## src/hw/rtl/rdc_pkg.sv

```systemverilog
// Shared types, constants and calendar helpers for the RTC date converter.
// Used by rdc_prep, rdc_cell and rtc_day_count_date_converter_top; no dependencies.
`timescale 1ns / 1ps

package rdc_pkg;

    // Field widths of the stream payloads
    localparam int DayW  = 9;
    localparam int YearW = 12;
    localparam int MonW  = 4;
    localparam int MdayW = 5;
    localparam int HourW = 5;
    localparam int MinW  = 6;
    localparam int SecW  = 6;

    // Packed stream widths (tdata padded to whole bytes)
    localparam int InDataW  = 48;
    localparam int OutDataW = 48;
    localparam int CfgW     = YearW;

    // Number of month-step cells; 17 consecutive months always exceed 511 days
    localparam int NumCells = 16;

    localparam logic [YearW-1:0] EpochReset = 12'd1970;
    localparam logic [MonW-1:0]  MonLast    = 4'd11;
    localparam logic [HourW-1:0] HourMax    = 5'd23;
    localparam logic [MinW-1:0]  MinMax     = 6'd59;
    localparam logic [SecW-1:0]  SecMax     = 6'd59;
    localparam logic [8:0]       DaysPerYear = 9'd365;

    // Reciprocal of 25 scaled by 2^17, exact for inputs below 8192
    localparam logic [25:0] Div25Mul   = 26'd5243;
    localparam int          Div25Shift = 17;

    typedef enum logic {
        OP_ENCODE = 1'b0,
        OP_DECODE = 1'b1
    } op_t;

    // One transaction as it travels along the cell row
    typedef struct packed {
        op_t              op;
        logic             bad;
        logic [DayW-1:0]  days;
        logic [MonW-1:0]  mon_tgt;
        logic [MonW-1:0]  mon;
        logic [YearW-1:0] year;
        logic             leap;
        logic             leap_next;
        logic [HourW-1:0] hour;
        logic [MinW-1:0]  minute;
        logic [SecW-1:0]  second;
    } rdc_item_t;

    // Length of month m (0..11); codes above 11 are never stepped through
    function automatic logic [MdayW-1:0] month_len(input logic [MonW-1:0] m,
                                                   input logic leap);
        logic [MdayW-1:0] len;
        unique case (m)
            4'd1:                      len = leap ? 5'd29 : 5'd28;
            4'd3, 4'd5, 4'd8, 4'd10:   len = 5'd30;
            default:                   len = 5'd31;
        endcase
        return len;
    endfunction

    // Floor of x / 25 by reciprocal multiply
    function automatic logic [8:0] div25(input logic [12:0] x);
        logic [25:0] prod;
        prod = 26'(x) * Div25Mul;
        return prod[Div25Shift+8:Div25Shift];
    endfunction

    // Gregorian leap test, given q = floor(y / 25)
    function automatic logic is_leap(input logic [12:0] y, input logic [8:0] q);
        logic [12:0] rem;
        logic        by25;
        rem  = y - 13'(q * 13'd25);
        by25 = (rem == 13'd0);
        return (y[1:0] == 2'd0) && (!by25 || (y[3:0] == 4'd0));
    endfunction

endpackage

```

## src/hw/rtl/rdc_cell.sv

```systemverilog
// One month-step cell of the converter row: steps a transaction by at most one month.
// Depends on rdc_pkg.
`timescale 1ns / 1ps

module rdc_cell (
    input  logic              aclk,
    input  logic              aresetn,
    input  logic              adv,
    input  logic              in_valid,
    input  rdc_pkg::rdc_item_t in_item,
    output logic              out_valid,
    output rdc_pkg::rdc_item_t out_item
);
    import rdc_pkg::*;

    logic             valid_reg;
    rdc_item_t        item_reg;
    rdc_item_t        item_next;
    logic [MdayW-1:0] len;

    // Subtract one month's days on decode while the count covers them, add one month on encode below mon_tgt
    always_comb begin
        len       = month_len(in_item.mon, in_item.leap);
        item_next = in_item;
        unique case (in_item.op)
            OP_DECODE: begin
                if (in_item.days >= DayW'(len)) begin
                    item_next.days = in_item.days - DayW'(len);
                    if (in_item.mon == MonLast) begin
                        item_next.mon  = '0;
                        item_next.year = in_item.year + 1'b1;
                        item_next.leap = in_item.leap_next;
                    end else begin
                        item_next.mon = in_item.mon + 1'b1;
                    end
                end
            end
            OP_ENCODE: begin
                if (in_item.mon < in_item.mon_tgt) begin
                    item_next.days = in_item.days + DayW'(len);
                    item_next.mon  = in_item.mon + 1'b1;
                end
            end
        endcase
    end

    // Advance the row in lockstep
    always_ff @(posedge aclk) begin
        if (!aresetn) begin
            valid_reg <= 1'b0;
        end else if (adv) begin
            valid_reg <= in_valid;
        end
    end

    always_ff @(posedge aclk) begin
        if (adv) begin
            item_reg <= item_next;
        end
    end

    assign out_valid = valid_reg;
    assign out_item  = item_reg;

`ifndef SYNTH
    a_enc_no_overshoot: assert property (@(posedge aclk) disable iff (!aresetn)
        valid_reg && (item_reg.op == OP_ENCODE) |-> item_reg.mon <= item_reg.mon_tgt)
        else $error("encode month walk passed its target");
`endif

endmodule

```

## src/hw/rtl/rdc_prep.sv

```systemverilog
// Two-stage front end: range checks, leap flags, year and leap-day offsets.
// Depends on rdc_pkg; feeds the first rdc_cell.
`timescale 1ns / 1ps

module rdc_prep (
    input  logic                      aclk,
    input  logic                      aresetn,
    input  logic                      adv,
    input  logic                      in_valid,
    input  rdc_pkg::op_t              op,
    input  logic [rdc_pkg::YearW-1:0] year,
    input  logic [rdc_pkg::MonW-1:0]  month,
    input  logic [rdc_pkg::MdayW-1:0] mday,
    input  logic [rdc_pkg::HourW-1:0] hour,
    input  logic [rdc_pkg::MinW-1:0]  minute,
    input  logic [rdc_pkg::SecW-1:0]  second,
    input  logic [rdc_pkg::DayW-1:0]  day_count,
    input  logic [rdc_pkg::YearW-1:0] epoch_year,
    output logic                      out_valid,
    output rdc_pkg::rdc_item_t        out_item
);
    import rdc_pkg::*;

    // Stage one: quotients by 25, year product, early range checks
    logic             s1_valid_reg;
    op_t              s1_op_reg;
    logic [YearW-1:0] s1_y0_reg;
    logic [12:0]      s1_y1_reg;
    logic [8:0]       s1_q_y0_reg, s1_q_y1_reg;
    logic [9:0]       s1_yq4_reg, s1_eq4_reg;
    logic [8:0]       s1_yq100_reg, s1_yq400_reg, s1_eq100_reg, s1_eq400_reg;
    logic [DayW-1:0]  s1_yd365_reg;
    logic             s1_bad_reg;
    logic [MonW-1:0]  s1_month_reg;
    logic [MdayW-1:0] s1_mday_reg;
    logic [HourW-1:0] s1_hour_reg;
    logic [MinW-1:0]  s1_minute_reg;
    logic [SecW-1:0]  s1_second_reg;
    logic [DayW-1:0]  s1_day_count_reg;

    logic [YearW-1:0] y0, py, pe, ydiff;
    logic [12:0]      y1;
    logic             early_bad;

    always_comb begin
        y0    = (op == OP_DECODE) ? epoch_year : year;
        y1    = {1'b0, y0} + 13'd1;
        py    = year - 1'b1;
        pe    = epoch_year - 1'b1;
        ydiff = year - epoch_year;
        early_bad = (year < epoch_year) || (month > MonLast) || (mday == '0) ||
                    (hour > HourMax) || (minute > MinMax) || (second > SecMax);
    end

    // Register stage one
    always_ff @(posedge aclk) begin
        if (!aresetn) begin
            s1_valid_reg <= 1'b0;
        end else if (adv) begin
            s1_valid_reg <= in_valid;
        end
    end

    always_ff @(posedge aclk) begin
        if (adv) begin
            s1_op_reg    <= op;
            s1_y0_reg    <= y0;
            s1_y1_reg    <= y1;
            s1_q_y0_reg  <= div25({1'b0, y0});
            s1_q_y1_reg  <= div25(y1);
            // Leap years before year zero count as none
            s1_yq4_reg   <= (year == '0) ? '0 : py[11:2];
            s1_yq100_reg <= (year == '0) ? '0 : div25(13'(py[11:2]));
            s1_yq400_reg <= (year == '0) ? '0 : div25(13'(py[11:4]));
            s1_eq4_reg   <= (epoch_year == '0) ? '0 : pe[11:2];
            s1_eq100_reg <= (epoch_year == '0) ? '0 : div25(13'(pe[11:2]));
            s1_eq400_reg <= (epoch_year == '0) ? '0 : div25(13'(pe[11:4]));
            s1_yd365_reg <= DayW'(18'(ydiff[8:0]) * 18'(DaysPerYear));
            s1_bad_reg   <= early_bad;
            s1_month_reg <= month;
            s1_mday_reg  <= mday;
            s1_hour_reg  <= hour;
            s1_minute_reg <= minute;
            s1_second_reg <= second;
            s1_day_count_reg <= day_count;
        end
    end

    // Stage two: leap flags, day-of-month check, starting day count
    logic            leap0, leap1, bad;
    logic [DayW-1:0] lb_y, lb_e, enc_days;
    rdc_item_t       item_next;
    logic             s2_valid_reg;
    rdc_item_t        s2_item_reg;

    always_comb begin
        leap0    = is_leap({1'b0, s1_y0_reg}, s1_q_y0_reg);
        leap1    = is_leap(s1_y1_reg, s1_q_y1_reg);
        lb_y     = DayW'(s1_yq4_reg) - DayW'(s1_yq100_reg) + DayW'(s1_yq400_reg);
        lb_e     = DayW'(s1_eq4_reg) - DayW'(s1_eq100_reg) + DayW'(s1_eq400_reg);
        enc_days = s1_yd365_reg + lb_y - lb_e + DayW'(s1_mday_reg) - 1'b1;
        bad      = (s1_op_reg == OP_ENCODE) &&
                   (s1_bad_reg || (s1_mday_reg > month_len(s1_month_reg, leap0)));

        item_next.op        = s1_op_reg;
        item_next.bad       = bad;
        item_next.days      = (s1_op_reg == OP_DECODE) ? s1_day_count_reg : enc_days;
        item_next.mon_tgt   = ((s1_op_reg == OP_ENCODE) && !bad) ? s1_month_reg : '0;
        item_next.mon       = '0;
        item_next.year      = s1_y0_reg;
        item_next.leap      = leap0;
        item_next.leap_next = leap1;
        item_next.hour      = s1_hour_reg;
        item_next.minute    = s1_minute_reg;
        item_next.second    = s1_second_reg;
    end

    // Register stage two
    always_ff @(posedge aclk) begin
        if (!aresetn) begin
            s2_valid_reg <= 1'b0;
        end else if (adv) begin
            s2_valid_reg <= s1_valid_reg;
        end
    end

    always_ff @(posedge aclk) begin
        if (adv) begin
            s2_item_reg <= item_next;
        end
    end

    assign out_valid = s2_valid_reg;
    assign out_item  = s2_item_reg;

endmodule

```

## src/hw/rtl/rtc_day_count_date_converter_top.sv

```systemverilog
// Top level of the RTC day-count / calendar date converter.
// Depends on rdc_pkg, rdc_prep and rdc_cell.
`timescale 1ns / 1ps

// Each transaction passes through two front-end stages,
// a row of 16 month-step cells (one month per cell, so a decode of a count up
// to 511 days finishes within the row), and an output register. The row moves
// in lockstep, so a new transaction is taken every cycle while the result side
// accepts; when a result sits untaken the whole row holds and s_axis_tready
// drops. Encode (tuser = 0) checks the date and time and returns days since
// epoch_year; decode (tuser = 1) returns year, month and day of month. Write
// epoch_year on the cfg channel only while no transaction is in flight.
module rtc_day_count_date_converter_top (
    input  logic                         aclk,
    input  logic                         aresetn,
    // Configuration: epoch_year
    input  logic                         cfg_valid,
    output logic                         cfg_ready,
    input  logic [rdc_pkg::CfgW-1:0]     cfg_data,
    // Input stream
    input  logic                         s_axis_tvalid,
    output logic                         s_axis_tready,
    // tdata: year[11:0], month[15:12], mday[20:16], hour[25:21], minute[31:26],
    //        second[37:32], day_count[46:38], zero[47]
    input  logic [rdc_pkg::InDataW-1:0]  s_axis_tdata,
    // tuser: op[0]
    input  logic [0:0]                   s_axis_tuser,
    // Result stream
    output logic                         m_axis_tvalid,
    input  logic                         m_axis_tready,
    // tdata: day_count_out[8:0], year_out[20:9], month_out[24:21], mday_out[29:25],
    //        hour_out[34:30], minute_out[40:35], second_out[46:41], zero[47]
    output logic [rdc_pkg::OutDataW-1:0] m_axis_tdata,
    // tuser: status[0]
    output logic [0:0]                   m_axis_tuser
);
    import rdc_pkg::*;

    logic [YearW-1:0] epoch_reg;
    logic             adv;

    // Configuration register, always ready
    assign cfg_ready = 1'b1;

    always_ff @(posedge aclk) begin
        if (!aresetn) begin
            epoch_reg <= EpochReset;
        end else if (cfg_valid) begin
            epoch_reg <= cfg_data;
        end
    end

    // Front end
    logic      chain_valid [NumCells+1];
    rdc_item_t chain_item  [NumCells+1];

    rdc_prep u_prep (
        .aclk       (aclk),
        .aresetn    (aresetn),
        .adv        (adv),
        .in_valid   (s_axis_tvalid),
        .op         (op_t'(s_axis_tuser[0])),
        .year       (s_axis_tdata[11:0]),
        .month      (s_axis_tdata[15:12]),
        .mday       (s_axis_tdata[20:16]),
        .hour       (s_axis_tdata[25:21]),
        .minute     (s_axis_tdata[31:26]),
        .second     (s_axis_tdata[37:32]),
        .day_count  (s_axis_tdata[46:38]),
        .epoch_year (epoch_reg),
        .out_valid  (chain_valid[0]),
        .out_item   (chain_item[0])
    );

    // Row of month-step cells
    for (genvar i = 0; i < NumCells; i++) begin : g_cell
        rdc_cell u_cell (
            .aclk      (aclk),
            .aresetn   (aresetn),
            .adv       (adv),
            .in_valid  (chain_valid[i]),
            .in_item   (chain_item[i]),
            .out_valid (chain_valid[i+1]),
            .out_item  (chain_item[i+1])
        );
    end

    // Format the result from the end of the row
    rdc_item_t             last;
    logic                  out_valid_reg;
    logic [OutDataW-1:0]   out_data_reg, out_data_next;
    logic                  out_status_reg, out_status_next;
    logic                  is_dec;

    always_comb begin
        last            = chain_item[NumCells];
        is_dec          = (last.op == OP_DECODE);
        out_status_next = !is_dec && last.bad;
        out_data_next   = '0;
        out_data_next[8:0]   = (!is_dec && !last.bad) ? last.days : '0;
        out_data_next[20:9]  = is_dec ? last.year : '0;
        out_data_next[24:21] = is_dec ? last.mon : '0;
        out_data_next[29:25] = is_dec ? (last.days[MdayW-1:0] + 1'b1) : '0;
        out_data_next[34:30] = last.hour;
        out_data_next[40:35] = last.minute;
        out_data_next[46:41] = last.second;
    end

    // Hold the row while a result waits
    assign adv           = !out_valid_reg || m_axis_tready;
    assign s_axis_tready = adv;

    always_ff @(posedge aclk) begin
        if (!aresetn) begin
            out_valid_reg <= 1'b0;
        end else if (adv) begin
            out_valid_reg <= chain_valid[NumCells];
        end
    end

    always_ff @(posedge aclk) begin
        if (adv) begin
            out_data_reg   <= out_data_next;
            out_status_reg <= out_status_next;
        end
    end

    assign m_axis_tvalid   = out_valid_reg;
    assign m_axis_tdata    = out_data_reg;
    assign m_axis_tuser[0] = out_status_reg;

`ifndef SYNTH
    a_dec_done: assert property (@(posedge aclk) disable iff (!aresetn)
        chain_valid[NumCells] && (chain_item[NumCells].op == OP_DECODE)
        |-> chain_item[NumCells].days < 9'd31)
        else $error("decode walk not finished at the end of the row");

    a_enc_done: assert property (@(posedge aclk) disable iff (!aresetn)
        chain_valid[NumCells] && (chain_item[NumCells].op == OP_ENCODE) &&
        !chain_item[NumCells].bad
        |-> chain_item[NumCells].mon == chain_item[NumCells].mon_tgt)
        else $error("encode month sum not finished at the end of the row");

    a_stall_holds_input: assert property (@(posedge aclk) disable iff (!aresetn)
        out_valid_reg && !m_axis_tready |-> !s_axis_tready)
        else $error("input taken while the result register is blocked");
`endif

endmodule
```

## config.mk

```make
export PLATFORM = sky130hd
export DESIGN_NAME = rtc_day_count_date_converter_top
export DESIGN_NICKNAME = d
export VERILOG_FILES = /design/src/hw/rtl/rdc_pkg.sv /design/src/hw/rtl/rdc_cell.sv /design/src/hw/rtl/rdc_prep.sv /design/src/hw/rtl/rtc_day_count_date_converter_top.sv
export SDC_FILE = /design/constraint.sdc
export NUM_CORES = 2
export LEC_CHECK = 0
export BUFFER_PORTS_ARGS = -buffer_cell sky130_fd_sc_hd__buf_4
export CAP_MARGIN = 20
export CORE_ASPECT_RATIO = 0.5
export CORE_UTILIZATION = 55
export DETAILED_ROUTE_END_ITERATION = 8
export PLACE_DENSITY = 0.74
export SLEW_MARGIN = 20
export SYNTH_ARGS = -nofsm -noshare
export SYNTH_HDL_FRONTEND = slang
export SYNTH_SLANG_ARGS = --single-unit
```

## constraint.sdc

```tcl
create_clock -name aclk -period 47.9 [get_ports aclk]
set_input_delay 9.58 -clock aclk [delete_from_list [all_inputs] [get_ports aclk]]
set_output_delay 9.58 -clock aclk [all_outputs]
set_load 0.02 [all_outputs]
```

==> run summary <==
• status: complete, no violations
• arrival time reported for the critical path endpoint: 10,530 ps
• number of max-cap violations: 0
• commonest cells after routing, fill and taps aside: sky130_fd_sc_hd__edfxtp_1, sky130_fd_sc_hd__inv_1, sky130_fd_sc_hd__ha_1
• type of element launching the critical path: input pin
• via count of the first global-routing pass: 36,200
• remaining global-route overflow: 0
• number of nets produced by synthesis: 5,901
• clock tree from TritonCTS: done
• clk buf depth: 3
• power per standard cell area: 66.8 nW/µm²
• start point of the worst hold path: u_prep.s1_minute_reg[0]$_DFFE_PP_
• R2R setup slack: 39,970 ps
• setup slack after layout: 27,790 ps
• Achievable Freq: 0.0497 GHz
• share of the core filled with cells in the final layout: 61.5%
• total of flip-flops plus latches after synthesis: 1,038
• number of buffers inserted by post-CTS setup repair: 0
• worst slew pin tran: 1070 ps
• number of design-rule violations left by the first detailed-router iteration: 1,922
• share of synthesized cell area in and, or, nand and nor gates: 8.28%
• required time worst endpoint: 38,320 ps
• number of I/O port buffers: 114
• average instance area after synthesis: 12.5 µm²
• most used flip-flop cell after synthesis: sky130_fd_sc_hd__edfxtp_1
• class of the tightest hold or removal check: reg -> reg
• logic depth of the worst register-to-register path: 24
• Placement Setup Slack: 27,820 ps
• setup_tns: 0 ps
• Rows: 85
• drt first pass iters: 6
• aggregate routed wire length: 104,000 µm
• compound-cell area share of the yosys netlist: 6.81%
• vias per inst: 5.37
• cell area after synthesis: 61,000 µm²
• placeable core region: 109,000 µm²
• largest net degree at the start of global routing: 194
• max reg flops: 787
• worst-case hold path end point: u_prep.out_item[6]$_DFFE_PP_
• R2R Path Start: epoch_reg[1]$_SDFFE_PN1P_
• DIE WIDTH: 473 µm
• wire length of the first global-routing pass: 173,000 µm
• post-synthesis mux area share: 1.07%
• DP Cell Count: 6,456
• antenna violations before repair: 0
• setup skew after layout: 38.1 ps
• EDFF count, synth: 1,007
• total setup violations reported at the end of the flow: 0
• share of synthesized flip-flops with an asynchronous set or reset: 0%
• Starting Density: 56.1%
• cts bufs inserted: 92
• final antenna diode count: 0
• post-synthesis cell type count: 85
• fin cells: 6,627
• Worst Setup Path Type: in -> out
• Yosys warnings: 0
• DRC violation count after routing: 0
• average wire per standard cell: 15.8 µm
• Crit. End Element: output pin
• RSZ-0062 raised after global routing: false
• Global Route Usage Sum: 18.9%
• final hold violations: 0
• static leakage: 28.8 nW
• cells after synthesis: 4,891
• Final #Nets: 6,081
• most common cell after layout, fill and taps aside: sky130_fd_sc_hd__edfxtp_1
• Final GP Congestion: 0.903
• vertical die dimension: 238 µm
• Hold Path Stages: 0
• largest family of logic cells by synthesized area: adder cells
• Clock transition at path regs: 60 ps
• share of the clock period used by the worst path after layout: 42.0%
• half-perimeter wire length of the detailed placement result: 79,000 µm
• sequential element share of the synthesized area: 50.6%
• clock root buffer: sky130_fd_sc_hd__clkbuf_16
• area of the die: 112,000 µm²
• layout cells sized above 1: 7.01%
• worst-skew pair later-pin latency: 710 ps
• hold buffer count at cts: 0
• end of the worst register-to-register path: u_prep.s1_q_y1_reg[8]$_DFFE_PP_
• fin crit period: 20,110 ps
• adder-cell area share of the yosys netlist: 23.0%
• I/O Pins: 118
• largest fanout on the critical path: 57
• Final Slew Violations: 0
• count of H-tree levels built during CTS: 3
• clock sink count: 1,038
• antenna-violating nets left: 0
• post-cts resize count: 0
• Area growth, synth to finish: 9.73%
• Slew Limit Headroom: 28.6%
• post-synthesis share of cell area spent on xor and xnor gates: 5.08%
• via count of the routed design: 35,600
• maximum VDD drop: 87.2 µV
• worst hold-check slack: 396 ps
layout make-up:
cell class / count / area, µm²
fillers: 8321 / 41800
flip-flops and latches: 1038 / 30900
multi-input cells: 3025 / 27000
inverters: 775 / 2920
clock buffers: 116 / 2470
well taps: 1479 / 1850
repair buffers: 139 / 1060
clock inverters: 55 / 759
worst max-delay path, stage by stage:
cell and delay [ps]:
sky130_fd_sc_hd__buf_4 110, sky130_fd_sc_hd__nor2b_1 100, sky130_fd_sc_hd__buf_4 270, sky130_fd_sc_hd__inv_8 180, sky130_fd_sc_hd__buf_4 230
power by group:
| group | internal, mW | leakage [nW] | switching [mW] |
|---|---|---|---|
| clock | 0.438 | 1.56 | 0.340 |
| combinational | 1.02 | 16.2 | 1.26 |
| sequential | 1.25 | 11.1 | 0.173 |
metal layers:
metal / routed length, µm / global-route usage, %
met2: 53900 / 34.5
met3: 4070 / 2.92
met1: 44100 / 23.2
met5: 0 / 0
met4: 2400 / 5.33
stage by stage:
step	cell area, µm²	power (mW)
2_1_floorplan	61000	3.15
3_3_place_gp	63700	3.58
3_5_place_dp	63700	3.70
4_1_cts	66900	4.51
5_1_grt	67000	4.91
6_report	67000	4.47
cell families after synthesis:
logic type,after synthesis
xor gates and xnor gates,354
and+or+nand+nor,1009
AOI/OAI and AO/OA,655
DFF,1038
other,2
muxes,61
adders and majority gates,944
buffers and inverters,828
cells in the mapped netlist, types with 5 or more instances:
library cell	number	area, µm²
sky130_fd_sc_hd__a41oi_1	7	61.3
sky130_fd_sc_hd__nor3b_1	10	75.1
sky130_fd_sc_hd__mux2i_1	28	280
sky130_fd_sc_hd__and4_1	14	123
sky130_fd_sc_hd__o21ai_0	128	641
sky130_fd_sc_hd__o221ai_1	9	78.8
sky130_fd_sc_hd__o211ai_1	19	143
sky130_fd_sc_hd__ha_1	644	8060
sky130_fd_sc_hd__a21boi_0	22	165
sky130_fd_sc_hd__o21a_1	8	60.1
sky130_fd_sc_hd__a211oi_1	24	180
sky130_fd_sc_hd__inv_1	773	2900
sky130_fd_sc_hd__mux2_2	33	372
sky130_fd_sc_hd__nor2b_1	30	188
sky130_fd_sc_hd__a21o_1	52	390
sky130_fd_sc_hd__a22oi_1	9	67.6
sky130_fd_sc_hd__nor3_1	51	255
sky130_fd_sc_hd__nand2_1	218	818
sky130_fd_sc_hd__and3_1	44	275
sky130_fd_sc_hd__fa_1	300	6010
sky130_fd_sc_hd__a21oi_1	190	951
sky130_fd_sc_hd__xnor2_1	244	2140
sky130_fd_sc_hd__edfxtp_1	1007	30200
sky130_fd_sc_hd__o21bai_1	21	158
sky130_fd_sc_hd__and2_1	46	288
sky130_fd_sc_hd__xor2_1	110	963
sky130_fd_sc_hd__nand2b_1	64	400
sky130_fd_sc_hd__nor4_1	30	188
sky130_fd_sc_hd__o22ai_1	22	138
sky130_fd_sc_hd__dfxtp_1	31	621
sky130_fd_sc_hd__nand4_1	57	357
sky130_fd_sc_hd__a211o_1	10	87.6
sky130_fd_sc_hd__o31a_1	8	70.1
sky130_fd_sc_hd__o21ba_2	6	60.1
sky130_fd_sc_hd__nand3_1	103	515
sky130_fd_sc_hd__nor2_1	271	1020
sky130_fd_sc_hd__o41ai_1	17	149
sky130_fd_sc_hd__a31oi_1	54	338
sky130_fd_sc_hd__clkbuf_1	46	173
sky130_fd_sc_hd__o21ai_1	5	25.0
sky130_fd_sc_hd__or3_1	26	163
sky130_fd_sc_hd__or2_2	14	87.6
sky130_fd_sc_hd__a221oi_1	5	43.8
how the worst max path moves through the flow:
stage,startpoint,end,slack [ps]
finish,m_axis_tready,s_axis_tready,27790
global route,m_axis_tready,s_axis_tready,27740
CTS,m_axis_tready,s_axis_tready,27810
detailed placement,m_axis_tready,s_axis_tready,27820
global placement,m_axis_tready,s_axis_tready,27820
floorplan,m_axis_tready,s_axis_tready,1180
Note: power is estimated with default switching activity, not from simulation.
